[config.mk]
export PLATFORM = sky130hd
export DESIGN_NAME = grid_first_fit_placer
export DESIGN_NICKNAME = d
export VERILOG_FILES = /design/src/sv/gffp_pkg.sv /design/src/sv/grid_first_fit_placer.sv /design/src/sv/gffp_front.sv /design/src/sv/gffp_engine.sv /design/src/sv/gffp_outq.sv
export SDC_FILE = /design/constraint.sdc
export NUM_CORES = 2
export LEC_CHECK = 0
export BUFFER_PORTS_ARGS = -buffer_cell sky130_fd_sc_hd__buf_2
export CAP_MARGIN = 20
export CORE_AREA = 10 10 267 269
export CTS_CLUSTER_SIZE = 12
export DETAILED_ROUTE_END_ITERATION = 7
export DIE_AREA = 0 0 277 279
export GPL_ROUTABILITY_DRIVEN = 0
export PLACE_DENSITY = 0.76
export SLEW_MARGIN = 40
export SYNTH_ARGS = -nofsm -noshare
export SYNTH_HDL_FRONTEND = slang
export SYNTH_SLANG_ARGS = --single-unit
[constraint.sdc]
create_clock -name clk -period 12.5 [get_ports clk]
set_input_delay 0.625 -clock clk [delete_from_list [all_inputs] [get_ports clk]]
set_output_delay 0.625 -clock clk [all_outputs]
set_load 0.01 [all_outputs]
[src/sv/gffp_pkg.sv]
`default_nettype none

package gffp_pkg;

  localparam int MAX_COLS = 16;
  localparam int MAX_ROWS = 16;

  localparam int COL_W  = $clog2(MAX_COLS);
  localparam int ROW_W  = $clog2(MAX_ROWS);
  localparam int COLS_W = $clog2(MAX_COLS + 1);
  localparam int ROWS_W = $clog2(MAX_ROWS + 1);

  localparam int FUNC_W    = 2;
  localparam int XY_W      = 4;
  localparam int DIM_W     = 5;
  localparam int CFG_W     = 5;
  localparam int CFG_IDX_W = 1;
  // wide enough for any position plus any dimension
  localparam int SUM_W     = 8;

  localparam logic [CFG_IDX_W-1:0] REG_GRID_WIDTH  = 1'd0;
  localparam logic [CFG_IDX_W-1:0] REG_GRID_HEIGHT = 1'd1;

  localparam logic [CFG_W-1:0] GRID_WIDTH_RST  = 5'd16;
  localparam logic [CFG_W-1:0] GRID_HEIGHT_RST = 5'd16;

  localparam logic [FUNC_W-1:0] FUNC_PLACE = 2'd0;
  localparam logic [FUNC_W-1:0] FUNC_MARK  = 2'd1;
  localparam logic [FUNC_W-1:0] FUNC_CLEAR = 2'd2;
  localparam logic [FUNC_W-1:0] FUNC_NONE  = 2'd3;

  typedef struct packed {
    logic [FUNC_W-1:0]   op;
    logic [XY_W-1:0]     pos_x;
    logic [XY_W-1:0]     pos_y;
    logic [DIM_W-1:0]    rect_w;
    logic [DIM_W-1:0]    rect_h;
    logic [COLS_W-1:0]   gw;
    logic [ROWS_W-1:0]   gh;
    logic                dims_ok;
    logic                can_rot;
    logic                mark_ok;
    logic [MAX_COLS-1:0] mark_mask;
    logic [ROWS_W-1:0]   mark_end;
  } cmd_t;

  typedef struct packed {
    logic             found;
    logic [XY_W-1:0]  place_x;
    logic [XY_W-1:0]  place_y;
    logic             rotated;
    logic [DIM_W-1:0] placed_width;
    logic [DIM_W-1:0] placed_height;
  } res_t;

  function automatic logic [MAX_COLS-1:0] low_ones(input logic [SUM_W-1:0] n);
    logic [MAX_COLS-1:0] m;
    m = '0;
    for (int i = 0; i < MAX_COLS; i++) begin
      m[i] = (SUM_W'(i) < n);
    end
    return m;
  endfunction

  function automatic logic [SUM_W-1:0] min_sum(input logic [SUM_W-1:0] a,
                                               input logic [SUM_W-1:0] b);
    return (a < b) ? a : b;
  endfunction

endpackage

`default_nettype wire

[src/sv/grid_first_fit_placer.sv]
// A place with nonzero dimensions scans the gh rows in use, then writes the h rows of
//   the placed rectangle if one fits; a mark writes the rows marked; clear and no-op respond.
// One request at a time in the engine, which reads or writes one bitmap row per cycle
//   while it scans or fills.
// Reset (synchronous, rst_n low): all cells free, grid 16 x 16, both queues empty.
`default_nettype none

module grid_first_fit_placer (
  input  wire logic                           clk,
  input  wire logic                           rst_n,
  input  wire logic                           push,
  output logic                                full,
  input  wire logic [gffp_pkg::FUNC_W-1:0]    in_func,
  input  wire logic [gffp_pkg::XY_W-1:0]      in_pos_x,
  input  wire logic [gffp_pkg::XY_W-1:0]      in_pos_y,
  input  wire logic [gffp_pkg::DIM_W-1:0]     in_rect_width,
  input  wire logic [gffp_pkg::DIM_W-1:0]     in_rect_height,
  output logic                                empty,
  input  wire logic                           pop,
  output logic                                out_found,
  output logic [gffp_pkg::XY_W-1:0]           out_place_x,
  output logic [gffp_pkg::XY_W-1:0]           out_place_y,
  output logic                                out_rotated,
  output logic [gffp_pkg::DIM_W-1:0]          out_placed_width,
  output logic [gffp_pkg::DIM_W-1:0]          out_placed_height,
  input  wire logic                           cfg_valid,
  output logic                                cfg_ready,
  input  wire logic [gffp_pkg::CFG_IDX_W-1:0] cfg_index,
  input  wire logic [gffp_pkg::CFG_W-1:0]     cfg_data
);

  logic           cmd_vld;
  gffp_pkg::cmd_t cmd;
  logic           cmd_pop;
  logic           res_push;
  gffp_pkg::res_t res;
  logic           res_full;

  gffp_front u_front (
    .clk            (clk),
    .rst_n          (rst_n),
    .push           (push),
    .full           (full),
    .in_func        (in_func),
    .in_pos_x       (in_pos_x),
    .in_pos_y       (in_pos_y),
    .in_rect_width  (in_rect_width),
    .in_rect_height (in_rect_height),
    .cfg_valid      (cfg_valid),
    .cfg_ready      (cfg_ready),
    .cfg_index      (cfg_index),
    .cfg_data       (cfg_data),
    .cmd_vld        (cmd_vld),
    .cmd            (cmd),
    .cmd_pop        (cmd_pop)
  );

  gffp_engine u_engine (
    .clk      (clk),
    .rst_n    (rst_n),
    .cmd_vld  (cmd_vld),
    .cmd      (cmd),
    .cmd_pop  (cmd_pop),
    .res_push (res_push),
    .res      (res),
    .res_full (res_full)
  );

  gffp_outq u_outq (
    .clk               (clk),
    .rst_n             (rst_n),
    .res_push          (res_push),
    .res               (res),
    .res_full          (res_full),
    .empty             (empty),
    .pop               (pop),
    .out_found         (out_found),
    .out_place_x       (out_place_x),
    .out_place_y       (out_place_y),
    .out_rotated       (out_rotated),
    .out_placed_width  (out_placed_width),
    .out_placed_height (out_placed_height)
  );

endmodule

`default_nettype wire

[src/sv/gffp_front.sv]
`default_nettype none

module gffp_front (
  input  wire logic                           clk,
  input  wire logic                           rst_n,
  input  wire logic                           push,
  output logic                                full,
  input  wire logic [gffp_pkg::FUNC_W-1:0]    in_func,
  input  wire logic [gffp_pkg::XY_W-1:0]      in_pos_x,
  input  wire logic [gffp_pkg::XY_W-1:0]      in_pos_y,
  input  wire logic [gffp_pkg::DIM_W-1:0]     in_rect_width,
  input  wire logic [gffp_pkg::DIM_W-1:0]     in_rect_height,
  input  wire logic                           cfg_valid,
  output logic                                cfg_ready,
  input  wire logic [gffp_pkg::CFG_IDX_W-1:0] cfg_index,
  input  wire logic [gffp_pkg::CFG_W-1:0]     cfg_data,
  output logic                                cmd_vld,
  output gffp_pkg::cmd_t                      cmd,
  input  wire logic                           cmd_pop
);

  logic [gffp_pkg::CFG_W-1:0] gw_reg_r;
  logic [gffp_pkg::CFG_W-1:0] gh_reg_r;

  gffp_pkg::cmd_t slot_r [2];
  logic           wr_ptr_r;
  logic           rd_ptr_r;
  logic [1:0]     cnt_r;

  gffp_pkg::cmd_t             cmd_new;
  logic [gffp_pkg::SUM_W-1:0] gw_s;
  logic [gffp_pkg::SUM_W-1:0] gh_s;
  logic [gffp_pkg::SUM_W-1:0] px_s;
  logic [gffp_pkg::SUM_W-1:0] py_s;
  logic [gffp_pkg::SUM_W-1:0] rw_s;
  logic [gffp_pkg::SUM_W-1:0] rh_s;
  logic [gffp_pkg::SUM_W-1:0] col_cnt;
  logic [gffp_pkg::SUM_W-1:0] row_end;
  logic                       do_push;
  logic                       do_pop;

  assign cfg_ready = 1'b1;

  always_ff @(posedge clk) begin
    if (!rst_n) begin
      gw_reg_r <= gffp_pkg::GRID_WIDTH_RST;
      gh_reg_r <= gffp_pkg::GRID_HEIGHT_RST;
    end else if (cfg_valid) begin
      case (cfg_index)
        gffp_pkg::REG_GRID_WIDTH:  gw_reg_r <= cfg_data;
        gffp_pkg::REG_GRID_HEIGHT: gh_reg_r <= cfg_data;
        default: ;
      endcase
    end
  end

  // classify the request and precompute what the engine needs
  always_comb begin
    gw_s = gffp_pkg::min_sum(gffp_pkg::SUM_W'(gw_reg_r), gffp_pkg::SUM_W'(gffp_pkg::MAX_COLS));
    gh_s = gffp_pkg::min_sum(gffp_pkg::SUM_W'(gh_reg_r), gffp_pkg::SUM_W'(gffp_pkg::MAX_ROWS));
    px_s = gffp_pkg::SUM_W'(in_pos_x);
    py_s = gffp_pkg::SUM_W'(in_pos_y);
    rw_s = gffp_pkg::SUM_W'(in_rect_width);
    rh_s = gffp_pkg::SUM_W'(in_rect_height);
    col_cnt = gffp_pkg::min_sum(rw_s, gw_s - px_s);
    row_end = gffp_pkg::min_sum(gh_s, py_s + rh_s);

    cmd_new.op        = in_func;
    cmd_new.pos_x     = in_pos_x;
    cmd_new.pos_y     = in_pos_y;
    cmd_new.rect_w    = in_rect_width;
    cmd_new.rect_h    = in_rect_height;
    cmd_new.gw        = gffp_pkg::COLS_W'(gw_s);
    cmd_new.gh        = gffp_pkg::ROWS_W'(gh_s);
    cmd_new.dims_ok   = (in_rect_width != '0) && (in_rect_height != '0);
    cmd_new.can_rot   = (in_rect_width != in_rect_height);
    cmd_new.mark_ok   = cmd_new.dims_ok && (px_s < gw_s) && (py_s < gh_s);
    cmd_new.mark_mask = gffp_pkg::low_ones(col_cnt) << in_pos_x;
    cmd_new.mark_end  = gffp_pkg::ROWS_W'(row_end);
  end

  assign full    = (cnt_r == 2'd2);
  assign cmd_vld = (cnt_r != 2'd0);
  assign cmd     = slot_r[rd_ptr_r];
  assign do_push = push && !full;
  assign do_pop  = cmd_pop && cmd_vld;

  always_ff @(posedge clk) begin
    if (do_push) begin
      slot_r[wr_ptr_r] <= cmd_new;
    end
  end

  always_ff @(posedge clk) begin
    if (!rst_n) begin
      wr_ptr_r <= 1'b0;
      rd_ptr_r <= 1'b0;
      cnt_r    <= 2'd0;
    end else begin
      if (do_push) begin
        wr_ptr_r <= !wr_ptr_r;
      end
      if (do_pop) begin
        rd_ptr_r <= !rd_ptr_r;
      end
      case ({do_push, do_pop})
        2'b10:   cnt_r <= cnt_r + 2'd1;
        2'b01:   cnt_r <= cnt_r - 2'd1;
        default: cnt_r <= cnt_r;
      endcase
    end
  end

endmodule

`default_nettype wire

[src/sv/gffp_engine.sv]
`default_nettype none

module gffp_engine (
  input  wire logic           clk,
  input  wire logic           rst_n,
  input  wire logic           cmd_vld,
  input  wire gffp_pkg::cmd_t cmd,
  output logic                cmd_pop,
  output logic                res_push,
  output gffp_pkg::res_t      res,
  input  wire logic           res_full
);

  localparam logic [1:0] ST_IDLE = 2'd0;
  localparam logic [1:0] ST_SCAN = 2'd1;
  localparam logic [1:0] ST_FILL = 2'd2;
  localparam logic [1:0] ST_RESP = 2'd3;

  localparam int DR_W = gffp_pkg::ROWS_W;

  logic [1:0]                    state_r, state_nxt;
  gffp_pkg::cmd_t                cmd_r, cmd_nxt;
  logic [gffp_pkg::ROW_W-1:0]    row_r, row_nxt;
  logic                          scan_left_r, scan_left_nxt;
  logic                          eval_vld_r, eval_vld_nxt;
  logic [gffp_pkg::ROW_W-1:0]    eval_row_r, eval_row_nxt;
  logic [DR_W-1:0]               dr_r [gffp_pkg::MAX_COLS];
  logic [DR_W-1:0]               dr_nxt [gffp_pkg::MAX_COLS];
  logic                          best_vld_r, best_vld_nxt;
  logic [gffp_pkg::COL_W-1:0]    best_x_r, best_x_nxt;
  logic [gffp_pkg::ROW_W-1:0]    best_y_r, best_y_nxt;
  logic                          best_rot_r, best_rot_nxt;
  logic [gffp_pkg::ROWS_W-1:0]   fill_row_r, fill_row_nxt;
  logic [gffp_pkg::ROWS_W-1:0]   fill_end_r, fill_end_nxt;
  logic [gffp_pkg::MAX_COLS-1:0] fill_mask_r, fill_mask_nxt;
  gffp_pkg::res_t                res_r, res_nxt;
  logic [gffp_pkg::MAX_COLS-1:0] occ_r [gffp_pkg::MAX_ROWS];
  logic [gffp_pkg::MAX_COLS-1:0] occ_nxt [gffp_pkg::MAX_ROWS];

  logic [gffp_pkg::MAX_COLS-1:0] row_bits;
  logic [DR_W-1:0]               dr_row [gffp_pkg::MAX_COLS];
  logic [gffp_pkg::MAX_COLS-1:0] g_u, g_r, m_u, m_r, ok_u, ok_r;
  logic                          hit;
  logic [gffp_pkg::COL_W-1:0]    hit_x;
  logic [gffp_pkg::DIM_W-1:0]    best_w, best_h;
  logic [gffp_pkg::SUM_W-1:0]    bx_s, by_s;

  // column run lengths of free cells, from the scanned row toward higher row numbers
  always_comb begin
    row_bits = occ_r[row_r];
    m_u = gffp_pkg::low_ones(gffp_pkg::SUM_W'(cmd_r.rect_w));
    m_r = gffp_pkg::low_ones(gffp_pkg::SUM_W'(cmd_r.rect_h));
    for (int x = 0; x < gffp_pkg::MAX_COLS; x++) begin
      if ((gffp_pkg::SUM_W'(x) < gffp_pkg::SUM_W'(cmd_r.gw)) && !row_bits[x]) begin
        dr_row[x] = dr_r[x] + 1'b1;
      end else begin
        dr_row[x] = '0;
      end
      g_u[x] = gffp_pkg::SUM_W'(dr_r[x]) >= gffp_pkg::SUM_W'(cmd_r.rect_h);
      g_r[x] = gffp_pkg::SUM_W'(dr_r[x]) >= gffp_pkg::SUM_W'(cmd_r.rect_w);
    end
    for (int x = 0; x < gffp_pkg::MAX_COLS; x++) begin
      ok_u[x] = cmd_r.dims_ok
             && (gffp_pkg::SUM_W'(x) + gffp_pkg::SUM_W'(cmd_r.rect_w)
                 <= gffp_pkg::SUM_W'(cmd_r.gw))
             && (((g_u >> x) & m_u) == m_u);
      ok_r[x] = cmd_r.dims_ok && cmd_r.can_rot
             && (gffp_pkg::SUM_W'(x) + gffp_pkg::SUM_W'(cmd_r.rect_h)
                 <= gffp_pkg::SUM_W'(cmd_r.gw))
             && (((g_r >> x) & m_r) == m_r);
    end
    hit   = |(ok_u | ok_r);
    hit_x = '0;
    for (int x = gffp_pkg::MAX_COLS - 1; x >= 0; x--) begin
      if (ok_u[x] || ok_r[x]) begin
        hit_x = gffp_pkg::COL_W'(x);
      end
    end
  end

  always_comb begin
    best_w = best_rot_r ? cmd_r.rect_h : cmd_r.rect_w;
    best_h = best_rot_r ? cmd_r.rect_w : cmd_r.rect_h;
    bx_s   = gffp_pkg::SUM_W'(best_x_r);
    by_s   = gffp_pkg::SUM_W'(best_y_r);
  end

  always_comb begin
    state_nxt     = state_r;
    cmd_nxt       = cmd_r;
    row_nxt       = row_r;
    scan_left_nxt = scan_left_r;
    eval_vld_nxt  = eval_vld_r;
    eval_row_nxt  = eval_row_r;
    dr_nxt        = dr_r;
    best_vld_nxt  = best_vld_r;
    best_x_nxt    = best_x_r;
    best_y_nxt    = best_y_r;
    best_rot_nxt  = best_rot_r;
    fill_row_nxt  = fill_row_r;
    fill_end_nxt  = fill_end_r;
    fill_mask_nxt = fill_mask_r;
    res_nxt       = res_r;
    occ_nxt       = occ_r;
    cmd_pop       = 1'b0;
    res_push      = 1'b0;

    case (state_r)
      ST_IDLE: begin
        if (cmd_vld) begin
          cmd_pop = 1'b1;
          cmd_nxt = cmd;
          res_nxt = '0;
          case (cmd.op)
            gffp_pkg::FUNC_PLACE: begin
              if (cmd.dims_ok && (cmd.gh != '0)) begin
                row_nxt       = gffp_pkg::ROW_W'(cmd.gh - 1'b1);
                scan_left_nxt = 1'b1;
                eval_vld_nxt  = 1'b0;
                best_vld_nxt  = 1'b0;
                for (int x = 0; x < gffp_pkg::MAX_COLS; x++) begin
                  dr_nxt[x] = '0;
                end
                state_nxt = ST_SCAN;
              end else begin
                state_nxt = ST_RESP;
              end
            end
            gffp_pkg::FUNC_MARK: begin
              res_nxt.found         = 1'b1;
              res_nxt.place_x       = cmd.pos_x;
              res_nxt.place_y       = cmd.pos_y;
              res_nxt.placed_width  = cmd.rect_w;
              res_nxt.placed_height = cmd.rect_h;
              fill_row_nxt  = gffp_pkg::ROWS_W'(cmd.pos_y);
              fill_end_nxt  = cmd.mark_end;
              fill_mask_nxt = cmd.mark_mask;
              state_nxt     = cmd.mark_ok ? ST_FILL : ST_RESP;
            end
            gffp_pkg::FUNC_CLEAR: begin
              for (int r = 0; r < gffp_pkg::MAX_ROWS; r++) begin
                occ_nxt[r] = '0;
              end
              state_nxt = ST_RESP;
            end
            default: begin
              state_nxt = ST_RESP;
            end
          endcase
        end
      end

      ST_SCAN: begin
        if (scan_left_r) begin
          dr_nxt        = dr_row;
          eval_vld_nxt  = 1'b1;
          eval_row_nxt  = row_r;
          scan_left_nxt = (row_r != '0);
          row_nxt       = row_r - 1'b1;
        end else begin
          eval_vld_nxt = 1'b0;
        end
        // later hits are at lower row numbers, so overwrite
        if (eval_vld_r && hit) begin
          best_vld_nxt = 1'b1;
          best_x_nxt   = hit_x;
          best_y_nxt   = eval_row_r;
          best_rot_nxt = !ok_u[hit_x];
        end
        if (!scan_left_r && !eval_vld_r) begin
          if (best_vld_r) begin
            res_nxt.found         = 1'b1;
            res_nxt.place_x       = bx_s[gffp_pkg::XY_W-1:0];
            res_nxt.place_y       = by_s[gffp_pkg::XY_W-1:0];
            res_nxt.rotated       = best_rot_r;
            res_nxt.placed_width  = best_w;
            res_nxt.placed_height = best_h;
            fill_row_nxt  = gffp_pkg::ROWS_W'(best_y_r);
            fill_end_nxt  = gffp_pkg::ROWS_W'(by_s + gffp_pkg::SUM_W'(best_h));
            fill_mask_nxt = gffp_pkg::low_ones(gffp_pkg::SUM_W'(best_w)) << best_x_r;
            state_nxt     = ST_FILL;
          end else begin
            state_nxt = ST_RESP;
          end
        end
      end

      ST_FILL: begin
        occ_nxt[fill_row_r[gffp_pkg::ROW_W-1:0]] =
          occ_r[fill_row_r[gffp_pkg::ROW_W-1:0]] | fill_mask_r;
        fill_row_nxt = fill_row_r + 1'b1;
        if (fill_row_nxt == fill_end_r) begin
          state_nxt = ST_RESP;
        end
      end

      ST_RESP: begin
        res_push = 1'b1;
        if (!res_full) begin
          state_nxt = ST_IDLE;
        end
      end

      default: begin
        state_nxt = ST_IDLE;
      end
    endcase
  end

  assign res = res_r;

  always_ff @(posedge clk) begin
    cmd_r       <= cmd_nxt;
    row_r       <= row_nxt;
    eval_row_r  <= eval_row_nxt;
    dr_r        <= dr_nxt;
    best_x_r    <= best_x_nxt;
    best_y_r    <= best_y_nxt;
    best_rot_r  <= best_rot_nxt;
    fill_row_r  <= fill_row_nxt;
    fill_end_r  <= fill_end_nxt;
    fill_mask_r <= fill_mask_nxt;
    res_r       <= res_nxt;
  end

  always_ff @(posedge clk) begin
    if (!rst_n) begin
      state_r     <= ST_IDLE;
      scan_left_r <= 1'b0;
      eval_vld_r  <= 1'b0;
      best_vld_r  <= 1'b0;
      for (int r = 0; r < gffp_pkg::MAX_ROWS; r++) begin
        occ_r[r] <= '0;
      end
    end else begin
      state_r     <= state_nxt;
      scan_left_r <= scan_left_nxt;
      eval_vld_r  <= eval_vld_nxt;
      best_vld_r  <= best_vld_nxt;
      occ_r       <= occ_nxt;
    end
  end

`ifndef SYNTHESIS
  a_fill_in_range: assert property (@(posedge clk) disable iff (!rst_n)
    (state_r == ST_FILL) |-> (fill_row_r < fill_end_r))
    else $error("fill row past end of rectangle");

  a_scan_in_grid: assert property (@(posedge clk) disable iff (!rst_n)
    (state_r == ST_SCAN && scan_left_r)
      |-> (gffp_pkg::SUM_W'(row_r) < gffp_pkg::SUM_W'(cmd_r.gh)))
    else $error("scan row outside configured grid");

  a_found_source: assert property (@(posedge clk) disable iff (!rst_n)
    (res_push && res.found)
      |-> (cmd_r.op == gffp_pkg::FUNC_PLACE || cmd_r.op == gffp_pkg::FUNC_MARK))
    else $error("found set for a request that cannot succeed");

  a_fill_after_hit: assert property (@(posedge clk) disable iff (!rst_n)
    (state_r == ST_SCAN && state_nxt == ST_FILL) |-> best_vld_r)
    else $error("fill started without a placement");
`endif

endmodule

`default_nettype wire

[src/sv/gffp_outq.sv]
`default_nettype none

module gffp_outq (
  input  wire logic                        clk,
  input  wire logic                        rst_n,
  input  wire logic                        res_push,
  input  wire gffp_pkg::res_t              res,
  output logic                             res_full,
  output logic                             empty,
  input  wire logic                        pop,
  output logic                             out_found,
  output logic [gffp_pkg::XY_W-1:0]        out_place_x,
  output logic [gffp_pkg::XY_W-1:0]        out_place_y,
  output logic                             out_rotated,
  output logic [gffp_pkg::DIM_W-1:0]       out_placed_width,
  output logic [gffp_pkg::DIM_W-1:0]       out_placed_height
);

  gffp_pkg::res_t slot_r [2];
  gffp_pkg::res_t head;
  logic           wr_ptr_r;
  logic           rd_ptr_r;
  logic [1:0]     cnt_r;
  logic           do_push;
  logic           do_pop;

  assign res_full = (cnt_r == 2'd2);
  assign empty    = (cnt_r == 2'd0);
  assign do_push  = res_push && !res_full;
  assign do_pop   = pop && !empty;
  assign head     = slot_r[rd_ptr_r];

  assign out_found         = head.found;
  assign out_place_x       = head.place_x;
  assign out_place_y       = head.place_y;
  assign out_rotated       = head.rotated;
  assign out_placed_width  = head.placed_width;
  assign out_placed_height = head.placed_height;

  always_ff @(posedge clk) begin
    if (do_push) begin
      slot_r[wr_ptr_r] <= res;
    end
  end

  always_ff @(posedge clk) begin
    if (!rst_n) begin
      wr_ptr_r <= 1'b0;
      rd_ptr_r <= 1'b0;
      cnt_r    <= 2'd0;
    end else begin
      if (do_push) begin
        wr_ptr_r <= !wr_ptr_r;
      end
      if (do_pop) begin
        rd_ptr_r <= !rd_ptr_r;
      end
      case ({do_push, do_pop})
        2'b10:   cnt_r <= cnt_r + 2'd1;
        2'b01:   cnt_r <= cnt_r - 2'd1;
        default: cnt_r <= cnt_r;
      endcase
    end
  end

endmodule

`default_nettype wire

==> flow_summary.yaml <==
global_route:
  grt-busiest-layer: "met2"
  grt_overflow: 0
  grt_pass1_vias: 30300
  grt_max_degree: 158
  grt_usage: 0.285
  use_met1: 0.355
  gr-usage-met2: 0.457
  grt_pass1_wl_um: 176000
  use_met3: 0.0660
  antenna_found_initial: 1
final_layout:
  antenna_cells: 0
  nets: 4072
  layout-area-overhead-vs-synth_pct: 8.92
  fill_cells: 5185
  drive_above_1_share: 0.128
yosys:
  ys_ff_latch: 589
  synth.avg_cell_area_um2: 10.3
  yosysTopAreaCell: "edfxtp_1"
  synthFlopType: "edfxtp_1"
  syn_inst: 3730
  synth_area_mm2: 0.0384
  synth_top_family_by_area: "compound AO/OA/AOI/OAI gates"
  synth-async-reset-ratio: 0
  synthAdderAreaFrac: 0.112
  synth.top_cells.by_area: "edfxtp_1 (24%), dfxtp_1 (15%), ha_1 (11%)"
  netlist-cell-type-count: 93
  yosysMostFrequentCell: "ha_1"
  muxShareOfSynthArea: 0.116
  synth_commonest_cells: "ha_1 (333), edfxtp_1 (308), nor2b_1 (308)"
  syn_nets: 4099
  synthSimpleGateAreaFrac: 0.144
  synth_top_cell_area_share: 0.241
  synth-edff-count: 308
  yosysWarningCount: 0
  synth-xor-area-share: 0.0276
  ys_seq_area_frac: 0.387
  synth_compound_area_frac: 0.179
clock_network:
  post-cts-setup-buffers: 0
  path_clk_slew_ns: 0.06
  clockBufferDepth: 3
  post_cts_resized: 0
  numCtsBuffers: 66
  holdBufCountCts: 0
  cts_tree: "yes"
  htree_levels: 3
  cts-root-buf: "clkbuf_16"
  cts.sinks: 589
  clk_latency_ns: 0.64
worst_setup_path:
  critical_path.top_delay_family: "simple AND/OR/NAND/NOR gates"
  crit_required_ns: 12.91
  path_buf_inv: 2
  slowest_delay_ns: 0.79
  arrival_ns: 6.38
  crit_top_cell: "inv_2"
  r2r_end: "u_engine.best_rot_r"
  r2r_setup_slack_ns: 6.52
  path_class: "register to register"
  start_kind: "register"
  r2r_start: "u_engine.cmd_r[38]"
  critical_path_depth: 13
  critPathMaxFanout: 25
  cp-end-kind: "register"
  reg2reg_depth: 13
  crit_chain: "inv_2 > ha_1 > inv_2 > a21oi_1 > o2111ai_1 > or4_1 > nor4_1 > nor3_1 > nor3b_1 > a2111oi_4 > nand3b_1 > o221ai_2 > nor4_2"
  slowest_stage: "ha_1"
power_and_ir_drop:
  power_leakage_uw: 0.0154
  ir_worst_vdd_uv: 157
  power_density_mw_per_mm2: 227
sta:
  fin_crit_sh: 0.478
  tns_ns: 0
  tightest_slew_ns: 0.981
  drv_slew: 0
  setup_viol: 0
  whs_ns: 0.191
  rsz0062_at_grt: "no"
  fin_skew_ns: 0.0505
  final_period_minus_worst_setup_slack_ns: 5.98
  fmax_mhz: 167
  finalHoldViolCount: 0
  slew-limit-headroom: 0.339
route:
  dr.pass1.iters: 8
  num_vias: 31500
  via_per_inst: 6.83
  first_iter_violations: 4401
  ant_nets: 0
  wl_per_cell_um: 24.9
  finalWirelength_um: 115000
  route.detailed.drc: 278
run_status:
  failed_checks: "DRC"
  status: "finished, violations left"
floorplanning:
  num_rows: 94
  die_x_um: 277
  start_util: 0.586
  die_h_um: 279
  io_pins: 54
  coreArea_mm2: 0.0656
  die-area_mm2: 0.0773
worst_hold_path:
  worstHoldPathType: "input port to register"
  min_path_cells: 1
  hold_end: "u_front.slot_r[1][52]"
  hp-start: "in_func[0]"
run:
  drv_cap: 0
placed_design:
  dp_hpwl_um: 76600
  port_buffers: 52
## metrics by stage
step | power [uW] | setup WS [ns] | instance area, um2 | utilization | cells
after floorplan | 5910 | 6.30 | 38400 | - | 3730
after global placement | 7260 | 6.75 | 39500 | 0.602 | 4486
after detailed placement | 7380 | 6.56 | 39700 | 0.605 | 4498
after CTS | 9330 | 6.51 | 41800 | 0.638 | 4611
after global routing | 10000 | 6.30 | 41900 | 0.638 | 4612
final | 9490 | 6.52 | 41900 | 0.638 | 4612
## worst register-to-register path, stage by stage (launching register included)
cell,delay [ns]
edfxtp_1,0.57
inv_2,0.60
ha_1,0.80
inv_2,0.20
a21oi_1,0.74
o2111ai_1,0.21
or4_1,0.56
nor4_1,0.71
nor3_1,0.15
nor3b_1,0.24
a2111oi_4,0.48
nand3b_1,0.21
o221ai_2,0.11
nor4_2,0.18
## cells in the final DEF (no fill, tap or decap), types with 22 or more instances in the layout
cell type  count
a21o_1        58
a21oi_1      166
a22oi_1      270
a31oi_1       31
buf_2         51
buf_4         50
clkbuf_16     68
dfxtp_1      279
edfxtp_1     308
ha_1         331
inv_1        126
mux2_2        41
mux2i_1       67
mux4_2       146
nand2_1      224
nand2b_1      45
nand3_1       75
nor2_1       211
nor2b_1      308
nor3_1        28
o21a_1        34
o21ai_0      159
o22ai_1       46
or2_2         22
xnor2_1       75
xor2_1        46
## worst max-delay path by stage
stage | from | end | slack (ns)
after CTS | u_engine.cmd_r[38] | u_engine.best_rot_r | 6.51
after global placement | u_engine.cmd_r[38] | u_engine.best_y_r[2] | 6.75
after floorplan | register | u_engine.dr_r[0] | 6.30
after global routing | u_engine.cmd_r[36] | u_engine.best_rot_r | 6.30
after detailed placement | u_engine.cmd_r[38] | u_engine.best_y_r[1] | 6.56
final | u_engine.cmd_r[38] | u_engine.best_rot_r | 6.52
## logic make-up (layout without fill, tap and decap cells)
group | after synthesis | after routing
adders and majority gates | 342 | 342
other | 1 | 1
buffers and inverters | 349 | 367
DFF | 589 | 589
and+or+nand+nor | 1068 | 1068
muxes | 257 | 257
xor gates and xnor gates | 121 | 121
AOI/OAI and AO/OA | 1003 | 1003
## power breakdown
part           switching, uW  total (uW)  internal (uW)  leakage (uW)
clock network            823        1940           1110       0.00103
logic                   3210        4910           1700       0.00922
registers                253        2650           2400       0.00514
total                   4280        9490           5210        0.0154
## layout make-up
type	count	area, um2	share of cell area
timing repair buffer	120	856	0.0204
clock inverter	14	214	0.00511
sequential	589	14900	0.355
multi-input combinational	2792	22400	0.536
tap	864	1080	0.0258
inverter	134	503	0.0120
clock buffer	99	1920	0.0458
## sequential cells by signal (all words and copies together) (netlist names), 16 cells and up, named ones only
register	count
u_engine.cmd_r	17
u_engine.dr_r	80
u_engine.fill_mask_r	16
u_engine.occ_r	256
u_engine.res	20
u_front.slot_r	108
u_outq.slot_r	40
## metal layers
| metal | share of wire | up-vias | routed length, um |
|---|---|---|---|
| met1 | 0.38 | 15100 | 43700 |
| met3 | 0.10 | 512 | 11800 |
| met4 | 0.060 | 4 | 6940 |
| met2 | 0.46 | 1848 | 52500 |
| li1 | - | 14100 | - |
| met5 | 0.00047 | - | 54 |
(Power assumes the default switching activity.)
